### config.mk
export PLATFORM = sky130hd
export DESIGN_NAME = hybrid_median_mean_filter_3x3_flat
export DESIGN_NICKNAME = d
export VERILOG_FILES = /design/src/rtl/hmmf_pkg.sv /design/src/rtl/hmmf_in_if.sv /design/src/rtl/hmmf_out_if.sv /design/src/rtl/hmmf_window.sv /design/src/rtl/hmmf_calc.sv /design/src/rtl/hybrid_median_mean_filter_3x3.sv /design/src/flat_wrapper.sv
export SDC_FILE = /design/constraint.sdc
export NUM_CORES = 2
export LEC_CHECK = 0
export BUFFER_PORTS_ARGS = -buffer_cell sky130_fd_sc_hd__buf_2
export CAP_MARGIN = 10
export CELL_PAD_IN_SITES_DETAIL_PLACEMENT = 1
export CELL_PAD_IN_SITES_GLOBAL_PLACEMENT = 1
export CORE_MARGIN = 2
export CORE_UTILIZATION = 45
export CTS_CLUSTER_SIZE = 10
export DETAILED_ROUTE_END_ITERATION = 10
export MAX_ROUTING_LAYER = met4
export PLACE_DENSITY_LB_ADDON = 0.05
export SLEW_MARGIN = 15
export SYNTH_ARGS = -nofsm -noshare
export SYNTH_HDL_FRONTEND = slang
export SYNTH_HIERARCHICAL = 1
export SYNTH_SLANG_ARGS = --single-unit
### constraint.sdc
create_clock -name clk -period 38.5 [get_ports clk]
set_clock_uncertainty 0.15 [all_clocks]
set_input_delay 7.7 -clock clk [delete_from_list [all_inputs] [get_ports clk]]
set_output_delay 7.7 -clock clk [all_outputs]
set_load 0.1 [all_outputs]
### src/rtl/hmmf_pkg.sv
// Shared types, constants and filter arithmetic for the 3x3 hybrid median/mean filter.
package hmmf_pkg;

    localparam int MAX_ROW_LENGTH   = 4096;
    localparam int ROW_LEN_W        = 13;
    localparam int COL_W            = $clog2(MAX_ROW_LENGTH);
    localparam int EFF_W            = COL_W + 1;
    localparam int FILL_W           = 4;
    localparam int CHAN_W           = 8;
    localparam int ACC_W            = 12;
    localparam int WIN_SIZE         = 9;
    localparam int WIN_CENTER       = 4;
    localparam int FULL_LOAD_LAST   = 8;
    localparam int COL_LOAD_LAST    = 2;
    localparam int DIV10_RECIP_W    = 13;
    localparam int DIV10_SHIFT      = 16;
    localparam int ACC_MAX          = 2550;

    localparam logic [ROW_LEN_W-1:0]     ROW_LENGTH_RESET = ROW_LEN_W'(256);
    localparam logic [DIV10_RECIP_W-1:0] DIV10_RECIP      = DIV10_RECIP_W'(6554);

    typedef struct packed {
        logic [CHAN_W-1:0] blue;
        logic [CHAN_W-1:0] green;
        logic [CHAN_W-1:0] red;
    } pixel_t;

    typedef pixel_t [WIN_SIZE-1:0] window_t;
    typedef logic [WIN_SIZE-1:0][CHAN_W-1:0] chan9_t;

    // Median of nine through the classic 19 compare-exchange network.
    function automatic logic [CHAN_W-1:0] median9(input chan9_t v);
        chan9_t p;
        p = v;
        if (p[1] > p[2]) {p[1], p[2]} = {p[2], p[1]};
        if (p[4] > p[5]) {p[4], p[5]} = {p[5], p[4]};
        if (p[7] > p[8]) {p[7], p[8]} = {p[8], p[7]};
        if (p[0] > p[1]) {p[0], p[1]} = {p[1], p[0]};
        if (p[3] > p[4]) {p[3], p[4]} = {p[4], p[3]};
        if (p[6] > p[7]) {p[6], p[7]} = {p[7], p[6]};
        if (p[1] > p[2]) {p[1], p[2]} = {p[2], p[1]};
        if (p[4] > p[5]) {p[4], p[5]} = {p[5], p[4]};
        if (p[7] > p[8]) {p[7], p[8]} = {p[8], p[7]};
        if (p[0] > p[3]) {p[0], p[3]} = {p[3], p[0]};
        if (p[5] > p[8]) {p[5], p[8]} = {p[8], p[5]};
        if (p[4] > p[7]) {p[4], p[7]} = {p[7], p[4]};
        if (p[3] > p[6]) {p[3], p[6]} = {p[6], p[3]};
        if (p[1] > p[4]) {p[1], p[4]} = {p[4], p[1]};
        if (p[2] > p[5]) {p[2], p[5]} = {p[5], p[2]};
        if (p[4] > p[7]) {p[4], p[7]} = {p[7], p[4]};
        if (p[4] > p[2]) {p[4], p[2]} = {p[2], p[4]};
        if (p[6] > p[4]) {p[6], p[4]} = {p[4], p[6]};
        if (p[4] > p[2]) {p[4], p[2]} = {p[2], p[4]};
        return p[WIN_CENTER];
    endfunction

    // Sum of the eight outer pixels plus twice the median; at most 2550.
    function automatic logic [ACC_W-1:0] chan_acc(input chan9_t v);
        logic [ACC_W-1:0] sum;
        sum = '0;
        for (int i = 0; i < WIN_SIZE; i++)
        begin
            if (i != WIN_CENTER)
            begin
                sum = sum + ACC_W'(v[i]);
            end
        end
        return sum + ACC_W'({median9(v), 1'b0});
    endfunction

    // Truncating division by ten, exact for every value below 2560.
    function automatic logic [CHAN_W-1:0] div10(input logic [ACC_W-1:0] x);
        logic [ACC_W+DIV10_RECIP_W-1:0] prod;
        prod = (ACC_W+DIV10_RECIP_W)'(x) * (ACC_W+DIV10_RECIP_W)'(DIV10_RECIP);
        return prod[DIV10_SHIFT +: CHAN_W];
    endfunction

endpackage

### src/rtl/hmmf_in_if.sv
// Pixel input channel: valid/ready handshake with one RGB pixel.
interface hmmf_in_if;
    logic       valid;
    logic       ready;
    logic [7:0] red;
    logic [7:0] green;
    logic [7:0] blue;

    modport source(output valid, output red, output green, output blue, input ready);
    modport sink(input valid, input red, input green, input blue, output ready);
endinterface

### src/rtl/hmmf_out_if.sv
// Filtered result channel: valid/ready handshake with one RGB result.
interface hmmf_out_if;
    logic       valid;
    logic       ready;
    logic [7:0] out_red;
    logic [7:0] out_green;
    logic [7:0] out_blue;

    modport source(output valid, output out_red, output out_green, output out_blue,
                   input ready);
    modport sink(input valid, input out_red, input out_green, input out_blue,
                 output ready);
endinterface

### src/rtl/hmmf_window.sv
// Window loader: fills and slides the 3x3 window and hands complete windows on.
module hmmf_window
    import hmmf_pkg::*;
(
    input  logic             clk,
    input  logic             rst_n,
    input  logic [EFF_W-1:0] eff_len,
    hmmf_in_if.sink          pix_in,
    output logic             snap_valid,
    input  logic             snap_ready,
    output window_t          snap
);

    window_t           window_reg;
    window_t           window_next;
    window_t           win_wr;
    window_t           snap_reg;
    logic              snap_valid_reg;
    logic              snap_valid_next;
    logic [FILL_W-1:0] fill_reg;
    logic [FILL_W-1:0] fill_next;
    logic [FILL_W-1:0] fill_eff;
    logic [FILL_W-1:0] wr_idx;
    logic [COL_W-1:0]  col_reg;
    logic [COL_W-1:0]  col_next;
    logic              full_mode;
    logic              complete;
    logic              row_end;
    logic              accept;
    pixel_t            pix;

    assign pix.red   = pix_in.red;
    assign pix.green = pix_in.green;
    assign pix.blue  = pix_in.blue;

    assign pix_in.ready = !snap_valid_reg || snap_ready;
    assign accept       = pix_in.valid && pix_in.ready;

    assign full_mode = (col_reg == '0);
    assign row_end   = (EFF_W'(col_reg) + EFF_W'(1)) >= eff_len;

    always_comb
    begin
        if (full_mode)
        begin
            fill_eff = (fill_reg > FILL_W'(FULL_LOAD_LAST)) ? '0 : fill_reg;
            wr_idx   = fill_eff;
            complete = (fill_eff == FILL_W'(FULL_LOAD_LAST));
        end
        else
        begin
            fill_eff = (fill_reg > FILL_W'(COL_LOAD_LAST)) ? '0 : fill_reg;
            wr_idx   = FILL_W'(fill_eff * FILL_W'(3) + FILL_W'(2));
            complete = (fill_eff == FILL_W'(COL_LOAD_LAST));
        end

        win_wr         = window_reg;
        win_wr[wr_idx] = pix;

        window_next     = window_reg;
        fill_next       = fill_reg;
        col_next        = col_reg;
        snap_valid_next = snap_valid_reg && !snap_ready;

        if (accept)
        begin
            window_next = win_wr;
            if (complete)
            begin
                fill_next       = '0;
                snap_valid_next = 1'b1;
                if (row_end)
                begin
                    col_next = '0;
                end
                else
                begin
                    col_next = col_reg + COL_W'(1);
                    for (int r = 0; r < 3; r++)
                    begin
                        window_next[3*r]     = win_wr[3*r+1];
                        window_next[3*r + 1] = win_wr[3*r+2];
                    end
                end
            end
            else
            begin
                fill_next = fill_eff + FILL_W'(1);
            end
        end
    end

    always_ff @(posedge clk or negedge rst_n)
    begin
        if (!rst_n)
        begin
            fill_reg       <= '0;
            col_reg        <= '0;
            snap_valid_reg <= 1'b0;
        end
        else
        begin
            fill_reg       <= fill_next;
            col_reg        <= col_next;
            snap_valid_reg <= snap_valid_next;
        end
    end

    always_ff @(posedge clk)
    begin
        window_reg <= window_next;
        if (accept && complete)
        begin
            snap_reg <= win_wr;
        end
    end

    assign snap_valid = snap_valid_reg;
    assign snap       = snap_reg;

`ifndef NO_ASSERTIONS
    a_fill_range: assert property (@(posedge clk) disable iff (!rst_n)
        fill_reg <= FILL_W'(FULL_LOAD_LAST))
        else $error("fill position left the window");

    a_col_fill: assert property (@(posedge clk) disable iff (!rst_n)
        col_reg != '0 |-> fill_reg <= FILL_W'(COL_LOAD_LAST))
        else $error("column load position out of range");

    a_snap_hold: assert property (@(posedge clk) disable iff (!rst_n)
        snap_valid_reg && !snap_ready |=> snap_valid_reg && $stable(snap_reg))
        else $error("pending window lost or changed while stalled");
`endif

endmodule

### src/rtl/hmmf_calc.sv
// Filter arithmetic: median and sum per channel, then division by ten.
module hmmf_calc
    import hmmf_pkg::*;
(
    input  logic    clk,
    input  logic    rst_n,
    input  logic    snap_valid,
    output logic    snap_ready,
    input  window_t snap,
    hmmf_out_if.source pix_out
);

    chan9_t            red_v;
    chan9_t            green_v;
    chan9_t            blue_v;
    logic [ACC_W-1:0]  acc_red_reg;
    logic [ACC_W-1:0]  acc_green_reg;
    logic [ACC_W-1:0]  acc_blue_reg;
    logic              acc_valid_reg;
    logic              acc_ready;
    logic              out_valid_reg;
    logic              out_ready;
    logic [CHAN_W-1:0] out_red_reg;
    logic [CHAN_W-1:0] out_green_reg;
    logic [CHAN_W-1:0] out_blue_reg;

    always_comb
    begin
        for (int i = 0; i < WIN_SIZE; i++)
        begin
            red_v[i]   = snap[i].red;
            green_v[i] = snap[i].green;
            blue_v[i]  = snap[i].blue;
        end
    end

    assign out_ready  = !out_valid_reg || pix_out.ready;
    assign acc_ready  = !acc_valid_reg || out_ready;
    assign snap_ready = acc_ready;

    always_ff @(posedge clk or negedge rst_n)
    begin
        if (!rst_n)
        begin
            acc_valid_reg <= 1'b0;
            out_valid_reg <= 1'b0;
        end
        else
        begin
            if (acc_ready)
            begin
                acc_valid_reg <= snap_valid;
            end
            if (out_ready)
            begin
                out_valid_reg <= acc_valid_reg;
            end
        end
    end

    always_ff @(posedge clk)
    begin
        if (acc_ready && snap_valid)
        begin
            acc_red_reg   <= chan_acc(red_v);
            acc_green_reg <= chan_acc(green_v);
            acc_blue_reg  <= chan_acc(blue_v);
        end
        if (out_ready && acc_valid_reg)
        begin
            out_red_reg   <= div10(acc_red_reg);
            out_green_reg <= div10(acc_green_reg);
            out_blue_reg  <= div10(acc_blue_reg);
        end
    end

    assign pix_out.valid     = out_valid_reg;
    assign pix_out.out_red   = out_red_reg;
    assign pix_out.out_green = out_green_reg;
    assign pix_out.out_blue  = out_blue_reg;

`ifndef NO_ASSERTIONS
    a_acc_bound: assert property (@(posedge clk) disable iff (!rst_n)
        acc_valid_reg |-> acc_red_reg <= ACC_W'(ACC_MAX) && acc_green_reg <= ACC_W'(ACC_MAX)
                          && acc_blue_reg <= ACC_W'(ACC_MAX))
        else $error("channel accumulator above its bound");

    a_acc_hold: assert property (@(posedge clk) disable iff (!rst_n)
        acc_valid_reg && !out_ready |=> acc_valid_reg && $stable(acc_red_reg))
        else $error("accumulator stage changed while stalled");

    a_out_hold: assert property (@(posedge clk) disable iff (!rst_n)
        out_valid_reg && !pix_out.ready |=> out_valid_reg
            && $stable({out_red_reg, out_green_reg, out_blue_reg}))
        else $error("result changed or dropped while stalled");
`endif

endmodule

### src/rtl/hybrid_median_mean_filter_3x3.sv
// Top level of the 3x3 hybrid median/mean RGB filter.
//
//   Channel    Direction  Handshake              Transfer contents
//   pix_in     in         pix_in.valid/ready     red, green, blue of one pixel
//   pix_out    out        pix_out.valid/ready    out_red, out_green, out_blue
//   cfg        in         cfg_write_en           row_length (13 bits)
//
// One pixel transfer can be taken in every cycle unless the pipeline is stalled;
// the loader, the accumulator stage and the output register each hold one window,
// so pixels keep flowing while a result waits at the output until the stages fill.
// A result passes from the pixel transfer that completes its window through the
// loader snapshot, the median/sum register and the divide register.
// Reset clears the fill position, the column count and all valid flags and sets
// row_length to 256; the window contents need no reset because a full nine-pixel
// load always follows reset.
// A stall at pix_out backs up stage by stage and only then drops pix_in.ready.
module hybrid_median_mean_filter_3x3
    import hmmf_pkg::*;
(
    input  logic                 clk,
    input  logic                 rst_n,
    input  logic                 cfg_write_en,
    input  logic [ROW_LEN_W-1:0] cfg_write_data,
    hmmf_in_if.sink              pix_in,
    hmmf_out_if.source           pix_out
);

    logic [ROW_LEN_W-1:0] row_length_reg;
    logic [EFF_W-1:0]     eff_len;
    logic                 snap_valid;
    logic                 snap_ready;
    window_t              snap;

    // The user must write row_length_reg only while the filter is idle; not enforced.
    always_ff @(posedge clk or negedge rst_n)
    begin
        if (!rst_n)
        begin
            row_length_reg <= ROW_LENGTH_RESET;
        end
        else if (cfg_write_en)
        begin
            row_length_reg <= cfg_write_data;
        end
    end

    // A zero length, or one above the largest supported row, runs as the largest row.
    always_comb
    begin
        if (row_length_reg == '0 || 32'(row_length_reg) > MAX_ROW_LENGTH)
        begin
            eff_len = EFF_W'(MAX_ROW_LENGTH);
        end
        else
        begin
            eff_len = EFF_W'(row_length_reg);
        end
    end

    // Loader: collects nine pixels at a row start and three per column after that.
    hmmf_window u_window (
        .clk        (clk),
        .rst_n      (rst_n),
        .eff_len    (eff_len),
        .pix_in     (pix_in),
        .snap_valid (snap_valid),
        .snap_ready (snap_ready),
        .snap       (snap)
    );

    // Arithmetic: per-channel median and outer sum, then the divide by ten.
    hmmf_calc u_calc (
        .clk        (clk),
        .rst_n      (rst_n),
        .snap_valid (snap_valid),
        .snap_ready (snap_ready),
        .snap       (snap),
        .pix_out    (pix_out)
    );

endmodule

### src/flat_wrapper.sv
// flat-port wrapper written by rule: the top's interface ports become plain ports
module hybrid_median_mean_filter_3x3_flat import hmmf_pkg::*;
  (clk, rst_n, cfg_write_en, cfg_write_data, pix_in_valid, pix_in_red, pix_in_green, pix_in_blue, pix_in_ready, pix_out_valid, pix_out_out_red, pix_out_out_green, pix_out_out_blue, pix_out_ready);
  hmmf_in_if pix_in_i ();
  hmmf_out_if pix_out_i ();
  input  logic clk;
  input  logic rst_n;
  input  logic cfg_write_en;
  input  logic [ROW_LEN_W-1:0] cfg_write_data;
  input wire logic [$bits(pix_in_i.valid)-1:0] pix_in_valid;
  input wire logic [$bits(pix_in_i.red)-1:0] pix_in_red;
  input wire logic [$bits(pix_in_i.green)-1:0] pix_in_green;
  input wire logic [$bits(pix_in_i.blue)-1:0] pix_in_blue;
  output wire logic [$bits(pix_in_i.ready)-1:0] pix_in_ready;
  output wire logic [$bits(pix_out_i.valid)-1:0] pix_out_valid;
  output wire logic [$bits(pix_out_i.out_red)-1:0] pix_out_out_red;
  output wire logic [$bits(pix_out_i.out_green)-1:0] pix_out_out_green;
  output wire logic [$bits(pix_out_i.out_blue)-1:0] pix_out_out_blue;
  input wire logic [$bits(pix_out_i.ready)-1:0] pix_out_ready;
  assign pix_in_i.valid = pix_in_valid;
  assign pix_in_i.red = pix_in_red;
  assign pix_in_i.green = pix_in_green;
  assign pix_in_i.blue = pix_in_blue;
  assign pix_in_ready = pix_in_i.ready;
  assign pix_out_valid = pix_out_i.valid;
  assign pix_out_out_red = pix_out_i.out_red;
  assign pix_out_out_green = pix_out_i.out_green;
  assign pix_out_out_blue = pix_out_i.out_blue;
  assign pix_out_i.ready = pix_out_ready;
  hybrid_median_mean_filter_3x3 u_core (.clk(clk), .rst_n(rst_n), .cfg_write_en(cfg_write_en), .cfg_write_data(cfg_write_data), .pix_in(pix_in_i), .pix_out(pix_out_i));
endmodule
# Word-level counts from Yosys, hierarchy flattened
# Index checks and enable logic that the tools add are counted.
[classes]
reduce_logical = 17
n_addsub = 28
mul = 4
mux = 169
n_eq_ne = 2
n_lt_le_gt_ge = 63
[op_table]
columns = ["op", "count"]
rows = [
  ["16-bit two-way mux", 54],
  ["8-bit two-way mux", 72],
  ["8-bit greater-than comparator", 57],
  ["12-bit two-way mux", 25],
  ["48-bit two-way mux", 6],
  ["12-bit by 8-bit adder with 12-bit output", 21],
  ["216-bit bitwise mux", 1],
  ["24-bit demux with 4-bit select", 1],
  ["12-bit by 12-bit multiplier with 23-bit output, second input constant", 3],
  ["12-bit by 9-bit adder with 12-bit output", 3],
  ["24-bit two-way mux", 1],
  ["4-bit two-way mux", 5],
  ["12-bit by 1-bit adder with 13-bit output, second input constant", 1],
  ["13-bit greater-or-equal comparator", 1],
  ["13-bit greater-than comparator, second input constant", 1],
  ["13-bit logical NOT", 1],
  ["13-bit two-way mux", 1],
  ["12-bit by 1-bit adder with 12-bit output, second input constant", 1],
  ["12-bit logical NOT", 1],
  ["1-bit logical AND", 6],
  ["4-bit by 5-bit < comparator with 1-bit output, second input constant", 1],
  ["4-bit by 1-bit adder with 4-bit output, second input constant", 1],
  ["4-bit by 2-bit adder with 4-bit output, second input constant", 1],
  ["4-bit by 2-bit == test with 1-bit output, second input constant", 1],
  ["9 further kinds", 17],
]
[totals]
out_inout_bits = 26
in_bits = 42
elab_cells = 349
regBits = 524

# Longest topological paths before layout
[depth]
word_depth = 30
ltp_mapped = 115
ltp_nobuf = 104

# Hierarchy
# The synthesis kept the hierarchy.
[modules_own_cells]
columns = ["module", "n_inst", "seq_area_each_um2", "cells_per_inst", "area_per_inst_um2"]
rows = [
  ["hmmf_calc", 1, 1851.8, 4718, 37198.2],
  ["hmmf_window", 1, 13397.8, 1446, 19984.2],
  ["hybrid_median_mean_filter_3x3", 1, 326.6, 44, 629.4],
]

# Worst setup path after synthesis
# No wires, ideal clock.
[synth_timing]
kind = "flip-flop to flip-flop"
start = "register u_core.u_window.snap_reg, in the netlist u_core/u_window/snap[129]"
end = "register u_core.u_calc.acc_green_reg[11], data pin"
t_arrival_ns = 18.918
required_time_ns = 38.087
setup_ns = 0.263
slack_ns = 19.169
n_path_buf = 10
stages_incl_launch_ff = 110
period_less_slack_ns = 19.331
path_cell_list = "edfxtp_1 > inv_1 > ha_1 > nor2b_1 > o21a_1 > o21a_1 > o21a_1 > nor2_1 > buf_2 > buf_1 > nand2_1 > o21ai_0 > inv_1 > ha_1 > nand4_1 > nor2_1 > o21ai_0 > or4_4 > [74 not listed] > o21ai_0 > o21ai_1 > mux2_2 > a21oi_1 > a22o_1 > ha_1 > inv_1 > fa_1 > nor2b_1 > o21ai_0 > nand2b_1 > a21o_1 > a21o_1 > a21oi_1 > o21bai_1 > nor4b_1 > mux2i_1 > xor2_1"
[synth_via]
elab_chain_len = 28
elab_cells_between_ends = 52
cone_classes = "add/sub: 5; order compare: 13; mux: 34"
[synth_rtl]
columns = ["element", "line_no", "text"]
rows = [
  ["from (decl)", "hmmf_window.sv:17", "window_t snap_reg;"],
  ["from (signal assigned)", "hmmf_window.sv:114", "snap_reg <= win_wr;"],
  ["8-bit greater-than comparator", "hmmf_pkg.sv:36", "if (p[4] > p[5]) {p[4], p[5]} = {p[5], p[4]};"],
  ["16-bit two-way mux", "hmmf_pkg.sv:36", ""],
  ["16-bit two-way mux", "hmmf_calc.sv:63", "if (acc_ready && snap_valid)"],
  ["8-bit greater-than comparator", "hmmf_pkg.sv:39", "if (p[3] > p[4]) {p[3], p[4]} = {p[4], p[3]};"],
  ["16-bit two-way mux", "hmmf_pkg.sv:39", ""],
  ["16-bit two-way mux", "hmmf_calc.sv:63", ""],
  ["8-bit greater-than comparator", "hmmf_pkg.sv:42", "if (p[4] > p[5]) {p[4], p[5]} = {p[5], p[4]};"],
  ["16-bit two-way mux", "hmmf_pkg.sv:42", ""],
  ["[12 not listed]", "-", ""],
  ["8-bit two-way mux", "hmmf_calc.sv:63", ""],
  ["8-bit greater-than comparator", "hmmf_pkg.sv:52", "if (p[6] > p[4]) {p[6], p[4]} = {p[4], p[6]};"],
  ["8-bit two-way mux", "hmmf_pkg.sv:52", ""],
  ["8-bit two-way mux", "hmmf_calc.sv:63", ""],
  ["8-bit greater-than comparator", "hmmf_pkg.sv:53", "if (p[4] > p[2]) {p[4], p[2]} = {p[2], p[4]};"],
  ["8-bit two-way mux", "hmmf_pkg.sv:53", ""],
  ["8-bit two-way mux", "hmmf_calc.sv:63", ""],
  ["12-bit by 9-bit adder with 12-bit output (*)", "hmmf_pkg.sv:68", "return sum + ACC_W'({median9(v), 1'b0});"],
  ["to (signal assigned)", "hmmf_calc.sv:66", "acc_green_reg <= chan_acc(green_v);"],
  ["to (decl)", "hmmf_calc.sv:17", "logic [ACC_W-1:0] acc_green_reg;"],
]
# Mark *: on every way between the ends. The rest lies on a longest branch, timed or not. The select of a mux whose other input is x is not followed.
# A chain may end at the register's enable or synchronous reset.

# Final worst setup path
[layout_timing]
start = "register u_core.u_window.snap_reg, in the netlist u_core/u_window/snap[121]"
end = "register u_core.u_calc.acc_red_reg[10], data pin"
[layout_via]
elab_chain_len = 28
elab_cells_between_ends = 52
cone_classes = "add/sub: 5; order compare: 13; mux: 34"
[layout_rtl]
columns = ["element", "line_no", "text"]
rows = [
  ["8-bit greater-than comparator", "hmmf_pkg.sv:36", ""],
  ["16-bit two-way mux", "hmmf_pkg.sv:36", ""],
  ["16-bit two-way mux", "hmmf_calc.sv:63", ""],
  ["8-bit greater-than comparator", "hmmf_pkg.sv:39", ""],
  ["16-bit two-way mux", "hmmf_pkg.sv:39", ""],
  ["16-bit two-way mux", "hmmf_calc.sv:63", ""],
  ["8-bit greater-than comparator", "hmmf_pkg.sv:42", ""],
  ["16-bit two-way mux", "hmmf_pkg.sv:42", ""],
  ["[12 not listed]", "-", ""],
  ["8-bit two-way mux", "hmmf_calc.sv:63", ""],
  ["8-bit greater-than comparator", "hmmf_pkg.sv:52", ""],
  ["8-bit two-way mux", "hmmf_pkg.sv:52", ""],
  ["8-bit two-way mux", "hmmf_calc.sv:63", ""],
  ["8-bit greater-than comparator", "hmmf_pkg.sv:53", ""],
  ["8-bit two-way mux", "hmmf_pkg.sv:53", ""],
  ["8-bit two-way mux", "hmmf_calc.sv:63", ""],
  ["12-bit by 9-bit adder with 12-bit output (*)", "hmmf_pkg.sv:68", ""],
  ["to (signal assigned)", "hmmf_calc.sv:65", "acc_red_reg <= chan_acc(red_v);"],
  ["to (decl)", "hmmf_calc.sv:16", "logic [ACC_W-1:0] acc_red_reg;"],
]
# Marked as above.

==> flow_summary.ini <==
[timing]
min_period_ns = 22.74
maxSlewHeadroom_pct = 19.9
min_period_over_period_pct = 59.1
finalSetupViolations = 0
hold_viol = 0
worst_pin_slew_ns = 1.20
rsz0062_at_grt = false
drv_slew = 0
fin_setup_tns_ns = 0
fmax_mhz = 44.0

[floorplanning]
initial_core_util_pct = 45.3
dieArea_mm2 = 0.131
die_x_um = 362
core_area_mm2 = 0.128
ios = 68
row_count = 131
die_h_um = 362

[place]
gp_congestion = 0.900
dp_hpwl_mm = 140
io_buffers = 67

[final_layout]
drive_above_1_share_pct = 8.72
nets = 7254
area_growth_pct = 7.15
final_cell_mix = ha_1 (900), inv_1 (783), edfxtp_1 (492), o21ai_0 (435), a21oi_1 (416)
final_common_cell = ha_1

[clock_tree]
path_clk_slew_ns = 0.06
root_buffer = clkbuf_16
htreeDepth = 3
ctsResizeCount = 0
cts_setup_buffers = 0
clock_latency_ns = 0.63
numCtsBuffers = 68
ctsHoldBuffers = 0
cts_tree = built
cts_buffer_depth = 3
cts.sinks = 524

[route]
antenna_left = 0
routed-via-count = 46069
drt_pass1_iterations = 5
drt_iter0_markers = 2920
wl_per_cell_um = 22.1
viasPerCell = 5.85
drc = 0
drt-total-wl_mm = 174

[setup_path]
critPathRequiredTime_ns = 38.70
startpoint_type = flop
cp_top_family = compound AO/OA/AOI/OAI gates
endpoint_kind = flop
cp_slowest_cell = and3_1
slowest_delay_ns = 0.83
critical_path_class = reg2reg
worstPathMaxFanout = 32
cp_num_buf_inv = 12
cp_common_cell = a21oi_1
cp.arrival_ns = 22.94

[global_routing]
grt_max_degree = 157
grt_pass1_wl_mm = 273
first_global_vias = 47597
grt_overflow = 0
grt_usage_pct = 27.1
antenna_found_initial = 7

[hold_path]
min_path_type = reg2reg

[run_status]
status = completed

[yosys]
avgSynthCellArea_um2 = 9.31
synth_ff_type = edfxtp_1
synth_edf_count = 492
yosysUniqueCellTypes = 106
ys_ff_latch = 524
synthCells = 6208
synth_warnings = 6
synth_seq_area_share_pct = 26.9
syn_area_mm2 = 0.0578
async_reset_ff_share_pct = 6.11

[run]
cap_violations = 0
==> synth_stat cells (77+ instances only) <==
cell type    n  area [um2]
mux2_2     143        1610
mux2i_1    351        3510
nand2b_1    77         482
fa_1       138        2760
nand2_1    373        1400
xnor2_1    163        1430
inv_1      785        2950
a21oi_1    417        2090
clkbuf_1   163         612
nand3_1    126         631
edfxtp_1   492       14800
nor2_1     306        1150
o221a_2    101        1140
a21o_1     119         893
o21ai_0    439        2200
nor2b_1    104         651
ha_1       900       11300
nand3b_1    99         743
o21a_1     103         773
==> final timing paths <==
path                                            startpoint                       endpoint  slack (ns)  cells past startpoint
worst max-delay path             u_core/u_window/snap[121]  u_core/u_calc/acc_red_reg[10]       15.76                     99
worst max register to register   u_core/u_window/snap[121]  u_core/u_calc/acc_red_reg[10]       15.76                     99
worst min register to register  u_core/u_window/snap_valid    u_core/u_calc/acc_valid_reg        0.33                      1
min in group asynchronous                            rst_n       u_core/row_length_reg[4]        7.00                      1
max in group asynchronous                            rst_n      u_core/row_length_reg[12]       30.70                      1
worst min-delay path            u_core/u_window/snap_valid    u_core/u_calc/acc_valid_reg        0.33                      1
==> layer usage <==
layer	track usage [%]	vias to the layer above	routed length (um)
met5	-	-	0
met4	5.02	0	2790
li1	-	22334	-
met2	44.3	694	81500
met3	2.54	153	6210
met1	36.7	22888	83200
==> stage by stage <==
step	hold WS, ns	std cells	util [%]	worst slack [ns]	area, um2
after floorplan	0.299	6209	-	19.17	57800
after global placement	0.323	7766	46.9	16.69	59900
after detailed placement	0.329	7766	46.9	16.10	59900
after CTS	0.344	7877	48.6	16.03	61900
after global routing	0.366	7880	48.6	13.71	61900
final	0.332	7881	48.6	15.76	61900
==> cells by family (layout without fill, tap and decap cells) <==
| kind of cell | Yosys count | after routing | synth area share [%] |
|---|---|---|---|
| AOI/OAI and AO/OA | 1557 | 1557 | 17.7 |
| xor gates and xnor gates | 215 | 215 | 3.40 |
| adders and majority gates | 1041 | 1041 | 24.3 |
| buffers and inverters | 1003 | 1009 | 6.65 |
| DFF | 524 | 524 | 26.9 |
| muxes | 506 | 506 | 9.16 |
| other | 2 | 7 | 0.0130 |
| and+or+nand+nor | 1360 | 1360 | 11.8 |
==> final cells by class <==
cell class | instances | area [um2]
inverter | 786 | 2970
tap | 1662 | 2080
antenna | 4 | 10.0
fill | 14548 | 65600
timing repair buffer | 112 | 686
clock buffer | 90 | 1810
sequential | 524 | 15600
clock inverter | 21 | 264
multi-input combinational | 4682 | 38600
Power is not shown: default switching activity piles up to over one toggle a cycle in this logic, so the estimate is an artifact.
